File: src/rtl/bcf_pkg.sv
// Shared types, constants and codes for the biquad cascade filter.
package bcf_pkg;

    localparam int MAX_SECTIONS = 8;
    localparam int SAMPLE_W     = 24;
    localparam int COEF_W       = 32;
    localparam int SLOTS        = 5;
    localparam int FRAC_SHIFT   = COEF_W - 4;
    localparam int PROD_W       = SAMPLE_W + COEF_W;
    localparam int ACC_W        = PROD_W + 3;
    localparam int SEC_W        = (MAX_SECTIONS > 1) ? $clog2(MAX_SECTIONS) : 1;
    localparam int COEF_DEPTH   = MAX_SECTIONS * SLOTS;
    localparam int COEF_AW      = $clog2(COEF_DEPTH + 1);
    localparam int SLOT_W       = 3;
    localparam int NSEC_W       = 4;
    localparam int HROW_W       = 4 * SAMPLE_W;

    localparam logic [SLOT_W-1:0] SLOT_B0 = 3'd0;
    localparam logic [SLOT_W-1:0] SLOT_B1 = 3'd1;
    localparam logic [SLOT_W-1:0] SLOT_B2 = 3'd2;
    localparam logic [SLOT_W-1:0] SLOT_A1 = 3'd3;
    localparam logic [SLOT_W-1:0] SLOT_A2 = 3'd4;

    localparam logic FUNC_FILTER = 1'b0;
    localparam logic FUNC_COEF   = 1'b1;

    localparam logic REG_NUM_SECTIONS = 1'b0;
    localparam logic REG_OUTPUT_GAIN  = 1'b1;

    localparam logic signed [COEF_W-1:0] GAIN_RESET =
        {{3{1'b0}}, 1'b1, {(COEF_W-4){1'b0}}};

    localparam logic signed [ACC_W-1:0] ROUND_HALF =
        {{(ACC_W-FRAC_SHIFT){1'b0}}, 1'b1, {(FRAC_SHIFT-1){1'b0}}};
    localparam logic signed [ACC_W-1:0] SAT_HI =
        {{(ACC_W-SAMPLE_W+1){1'b0}}, {(SAMPLE_W-1){1'b1}}};
    localparam logic signed [ACC_W-1:0] SAT_LO =
        {{(ACC_W-SAMPLE_W+1){1'b1}}, {(SAMPLE_W-1){1'b0}}};

    typedef enum logic [2:0] {
        ST_IDLE,
        ST_LOAD,
        ST_MAC,
        ST_ACC,
        ST_ROUND,
        ST_GAIN,
        ST_GACC,
        ST_GOUT
    } state_t;

    typedef struct packed {
        logic acc_clr;
        logic mul_en;
        logic mul_sub;
        logic acc_add;
    } mac_ctrl_t;

endpackage

File: src/rtl/bcf_mac.sv
// Shared multiplier, accumulator and round/saturate stage.
module bcf_mac (
    input  logic                                clk,
    input  bcf_pkg::mac_ctrl_t                  ctrl,
    input  logic signed [bcf_pkg::SAMPLE_W-1:0] op_a,
    input  logic signed [bcf_pkg::COEF_W-1:0]   op_b,
    output logic signed [bcf_pkg::SAMPLE_W-1:0] y,
    output logic                                clip
);
    import bcf_pkg::*;

    logic signed [PROD_W-1:0] prod_reg;
    logic signed [PROD_W-1:0] prod_next;
    logic                     sub_reg;
    logic signed [ACC_W-1:0]  acc_reg;
    logic signed [ACC_W-1:0]  acc_next;
    logic signed [ACC_W-1:0]  prod_ext;
    logic signed [ACC_W-1:0]  rnd;
    logic signed [ACC_W-1:0]  shifted;

    assign prod_next = op_a * op_b;
    assign prod_ext  = ACC_W'(prod_reg);

    always_comb
    begin
        acc_next = acc_reg;
        if (ctrl.acc_clr)
        begin
            acc_next = '0;
        end
        else if (ctrl.acc_add)
        begin
            acc_next = sub_reg ? (acc_reg - prod_ext) : (acc_reg + prod_ext);
        end
    end

    always_ff @(posedge clk)
    begin
        if (ctrl.mul_en)
        begin
            prod_reg <= prod_next;
            sub_reg  <= ctrl.mul_sub;
        end
        acc_reg <= acc_next;
    end

    // round half up, floor shift, saturate to sample range
    assign rnd     = acc_reg + ROUND_HALF;
    assign shifted = rnd >>> FRAC_SHIFT;

    always_comb
    begin
        if (shifted > SAT_HI)
        begin
            y    = SAT_HI[SAMPLE_W-1:0];
            clip = 1'b1;
        end
        else if (shifted < SAT_LO)
        begin
            y    = SAT_LO[SAMPLE_W-1:0];
            clip = 1'b1;
        end
        else
        begin
            y    = shifted[SAMPLE_W-1:0];
            clip = 1'b0;
        end
    end

endmodule

File: config.mk
export PLATFORM = sky130hd
export DESIGN_NAME = bcf_mac
export DESIGN_NICKNAME = d
export VERILOG_FILES = /design/src/rtl/bcf_pkg.sv /design/src/rtl/bcf_mac.sv
export SDC_FILE = /design/constraint.sdc
export NUM_CORES = 2
export LEC_CHECK = 0
export ABC_AREA = 1
export ABC_CLOCK_PERIOD_IN_PS = 9300
export BUFFER_PORTS_ARGS = -buffer_cell sky130_fd_sc_hd__clkbuf_2
export CAP_MARGIN = 10
export CORE_AREA = 2 2 287 318
export CTS_BUF_LIST = sky130_fd_sc_hd__clkbuf_4 sky130_fd_sc_hd__clkbuf_8
export DETAILED_ROUTE_END_ITERATION = 10
export DIE_AREA = 0 0 289 320
export PLACE_DENSITY = 0.66
export SLEW_MARGIN = 15
export SYNTH_ARGS = -nofsm -noshare
export SYNTH_HDL_FRONTEND = slang
export SYNTH_SLANG_ARGS = --single-unit
File: constraint.sdc
create_clock -name clk -period 9.3 [get_ports clk]
set_clock_uncertainty 0.1 [all_clocks]
set_input_delay 0.93 -clock clk [delete_from_list [all_inputs] [get_ports clk]]
set_output_delay 0.93 -clock clk [all_outputs]
set_load 0.1 [all_outputs]
After elaboration in Yosys (flattened, before gate mapping)
Cells that the tools add are included.
W data, S select, Z words.
{"block": "op_classes", "addsub": 3, "mul": 1, "n_lt_le_gt_ge": 2, "mux": 5}
{"op": "$add A59 B29 Y59 const B", "n": 1}
{"op": "$add A59 B56 Y59", "n": 1}
{"op": "$mux W59", "n": 1}
{"op": "$sub A59 B56 Y59", "n": 1}
{"op": "$mul A24 B32 Y56", "n": 1}
{"op": "$mux W24", "n": 2}
{"op": "$gt A31 B24 Y1 const B", "n": 1}
{"op": "$lt A31 B24 Y1 const B", "n": 1}
{"op": "$mux W1", "n": 2}
{"block": "totals", "regBits": 116, "in_bits": 61}

Logic depth before layout (Yosys ltp)
{"block": "depth", "word_depth": 4, "depth_mapped": 30, "depth_no_buf": 30}

Worst setup path after synthesis
OpenSTA, ideal clock, no wires.
{"block": "synth_timing", "path_kind": "input -> register", "startpoint": "input op_b[31] in the netlist's numbering", "endpoint": "register prod_reg[54], data pin", "arrival_ps": 7017, "t_required_ps": 8947, "slack_ps": 1930, "stages": 23, "path_cell_list": "clkbuf_1 > nand2_1 > inv_1 > fa_1 > inv_1 > fa_1 > inv_1 > fa_1 > inv_1 > fa_1 > fa_1 > fa_1 > fa_1 > inv_1 > ha_1 > nand2_1 > nor2_1 > inv_1 > nor4_1 > inv_1 > or2_2 > nand4_1 > nand2_1"}
{"block": "synth_between", "elab_chain_cells": 1}
{"element": "start, declared", "line": "bcf_mac.sv:6", "rtl": "input logic signed [bcf_pkg::COEF_W-1:0] op_b,"}
{"element": "$mul A24 B32 Y56", "line": "bcf_mac.sv:21", "rtl": "assign prod_next = op_a * op_b;"}
{"element": "via prod_next[54]", "line": "bcf_mac.sv:13", "rtl": "logic signed [PROD_W-1:0] prod_next;"}
{"element": "end signal, assigned", "line": "bcf_mac.sv:41", "rtl": "prod_reg <= prod_next;"}
{"element": "end, declared", "line": "bcf_mac.sv:12", "rtl": "logic signed [PROD_W-1:0] prod_reg;"}
The timed path passes the listed nets, and every way through them passes these cells.
A chain may end at the register's enable or synchronous reset.

Worst setup path in the final report
{"block": "layout_timing", "startpoint": "input op_a[3] in the netlist's numbering", "endpoint": "register prod_reg[48], data pin"}
{"block": "layout_between", "elab_chain_cells": 1}
{"element": "start, declared", "line": "bcf_mac.sv:5", "rtl": "input logic signed [bcf_pkg::SAMPLE_W-1:0] op_a,"}
{"element": "$mul A24 B32 Y56", "line": "bcf_mac.sv:21"}
{"element": "via prod_next[48]", "line": "bcf_mac.sv:13"}
The timed path passes the listed nets, and every way through them passes these cells.

==> results.py <==
metrics = {
    "floorplanning": {
        "core_um2": 88900,
        "start_util": 0.448,
        "die_w_um": 289,
        "die_height_um": 320,
        "rows": 115,
        "io-pin-count": 86,
        "dieArea_um2": 92500,
    },
    "global_routing": {
        "grt_pass1_wl_um": 197000,
        "grt_max_degree": 73,
        "antenna_found_initial": 1,
        "grt_use_total": 0.277,
        "overflow": 0,
        "grt_pass1_vias": 35781,
    },
    "synth": {
        "postSynthCellCount": 5519,
        "yosysWarnings": 0,
        "avgSynthCellArea_um2": 7.22,
        "yosysSeqAreaShare": 0.0726,
        "ys_ff_latch": 116,
        "synth_nets": 6574,
        "ys_async_sr_fraction": 0,
        "ys_types": 49,
        "synth_ff_type": "dfxtp_1",
        "synth-edff-count": 57,
        "synth.cell_area_um2": 39800,
    },
    "cells_and_area": {
        "n_antenna_cell": 0,
        "design_area_um2": 41800,
        "final_cell_mix": "1554 x inv_1, 1400 x nand2_1, 784 x fa_1",
        "syn2layout_area_growth_pct": 4.83,
        "finalNetCount": 6544,
        "final_common_cell": "inv_1",
        "drive_gt1_frac": 0.0329,
        "stdcell_count": 6672,
        "largest_reg_flops": 59,
    },
    "detailed_routing": {
        "wl_per_cell_um": 18.5,
        "first_pass_iters": 5,
        "ant_nets": 0,
        "drtIter0Drc": 2131,
        "routed-via-count": 33648,
        "drc": 0,
        "viasPerCell": 5.04,
        "routed_wl_um": 123000,
    },
    "min_path": {
        "hold_path_class": "reg2reg",
    },
    "placement": {
        "place_ws_ps": 910,
        "place_area_um2": 41300,
        "post-dp-hpwl_um": 104000,
        "portBuffers": 85,
        "dp.cells": 6640,
        "place_congestion": 0.987,
    },
    "cts": {
        "cts_tree": "built",
        "post-cts-setup-buffers": 0,
        "cts_buffer_depth": 2,
        "ctsRootBufferMaster": "clkbuf_8",
        "cts_resized": 0,
        "clk_latency_ps": 490,
        "postCtsHoldBufs": 0,
        "clkTransAtPathRegs_ps": 80,
        "cts.sinks": 116,
        "cts_buffers": 17,
        "htreeDepth": 4,
    },
    "sta": {
        "fmax_mhz": 127,
        "maxSlewViolCount": 0,
        "min_period_over_period": 0.844,
        "worst_slew_pin_slew_ps": 1060,
        "fin_crit_ps": 7850,
        "fin_ws_ps": 1450,
        "rsz0062_at_grt": "no",
        "slew_headroom": 0.292,
        "setup_violations": 0,
        "tns_ps": 0,
        "finalHoldViolations": 0,
    },
    "critical_path": {
        "end_kind": "flip-flop",
        "critical_path_class": "in2reg",
        "crit_path_max_fanout": 32,
        "cp.required_ps": 9420,
        "arrival_ps": 7970,
        "worst_setup_path_start_kind": "input pin",
    },
    "flow_run": {
        "drv_cap": 0,
    },
    "status": {
        "status": "complete, no violations",
    },
}
## metrics by stage
| step | utilization | hold slack [ps] |
|---|---|---|
| 2_1_floorplan | - | 356 |
| 3_3_place_gp | 0.465 | 368 |
| 3_5_place_dp | 0.465 | 383 |
| 4_1_cts | 0.470 | 409 |
| 5_1_grt | 0.470 | 436 |
| 6_report | 0.470 | 409 |
## layer usage
| metal | part of all wire | track usage | vias up |
|---|---|---|---|
| met3 | 0.057 | 0.0306 | 239 |
| met4 | 0.046 | 0.112 | 2 |
| met2 | 0.50 | 0.491 | 1103 |
| met1 | 0.40 | 0.341 | 16398 |
| li1 | - | - | 15906 |
| met5 | 0.000097 | 0 | - |
## area by class of cell
class | count | area (um2)
clock inverters | 14 | 200
clock buffers | 18 | 241
inverters | 1559 | 5850
flip-flops and latches | 116 | 2890
multi-input cells | 3678 | 30400
well taps | 1170 | 1460
fillers | 9086 | 47200
repair buffers | 117 | 666
## path summary, 6_finish.rpt
kind,startpoint,end,slack [ps],cells after the start
setup / recovery,op_a[3],prod_reg[48]$_DFFE_PP_,1450,20
hold / removal,acc_reg[26]$_SDFFE_PP0P_,acc_reg[26]$_SDFFE_PP0P_,410,2
setup reg to reg,prod_reg[0]$_DFFE_PP_,acc_reg[55]$_SDFFE_PP0P_,4350,20
hold reg to reg,acc_reg[26]$_SDFFE_PP0P_,acc_reg[26]$_SDFFE_PP0P_,410,2
## critical path: stages
cell	delay (ps)
clkbuf_2	690
nand2_1	200
fa_1	530
fa_1	780
inv_1	150
fa_1	750
fa_1	520
fa_1	530
fa_1	500
inv_1	50
fa_1	530
inv_1	40
ha_1	400
nand2_1	160
nor2_1	310
nand2_1	170
nor2_1	180
o21ai_0	240
nand4_1	160
nand2_1	80
## cell usage after synthesis, types with 2 or more instances
| cell type | instances | area share |
|---|---|---|
| a21o_1 | 16 | 0.0030 |
| a31oi_1 | 21 | 0.0033 |
| buf_1 | 3 | 0.00028 |
| nor2_2 | 4 | 0.00063 |
| nand3b_1 | 2 | 0.00038 |
| nand2_2 | 2 | 0.00031 |
| dfxtp_1 | 59 | 0.030 |
| xnor2_1 | 39 | 0.0086 |
| and3_1 | 2 | 0.00031 |
| nand4_1 | 38 | 0.0060 |
| nor4_1 | 13 | 0.0020 |
| nor2_4 | 2 | 0.00057 |
| o21a_1 | 5 | 0.00094 |
| inv_1 | 1555 | 0.15 |
| nand3_2 | 2 | 0.00050 |
| or2_2 | 10 | 0.0016 |
| and2_1 | 5 | 0.00079 |
| nand3_1 | 146 | 0.018 |
| inv_2 | 2 | 0.00019 |
| o211ai_1 | 7 | 0.0013 |
| fa_1 | 784 | 0.39 |
| edfxtp_1 | 57 | 0.043 |
| nor3_2 | 2 | 0.00050 |
| o31ai_1 | 4 | 0.00075 |
| buf_4 | 2 | 0.00038 |
| o21bai_1 | 25 | 0.0047 |
| a31o_2 | 2 | 0.00044 |
| clkbuf_1 | 159 | 0.015 |
| a21boi_0 | 5 | 0.00094 |
| o21ai_0 | 142 | 0.018 |
| xor2_1 | 120 | 0.026 |
| nand2_1 | 1400 | 0.13 |
| nor2_1 | 439 | 0.041 |
| a21oi_1 | 170 | 0.021 |
| buf_6 | 2 | 0.00057 |
| nor3_1 | 48 | 0.0060 |
| ha_1 | 210 | 0.066 |
| nor3_4 | 2 | 0.00082 |
| o221ai_1 | 3 | 0.00066 |
## cell families after synthesis
logic type	Yosys count	share of synthesized area
fa+ha+maj	994	0.460
compound gates	403	0.0560
flops	116	0.0726
buf+inv	1725	0.163
simple gates	2121	0.213
xor+xnor	160	0.0355
Power is left out: the tool's default activity adds up to more than one toggle a clock period on the data nets, which glitch-free logic cannot reach.
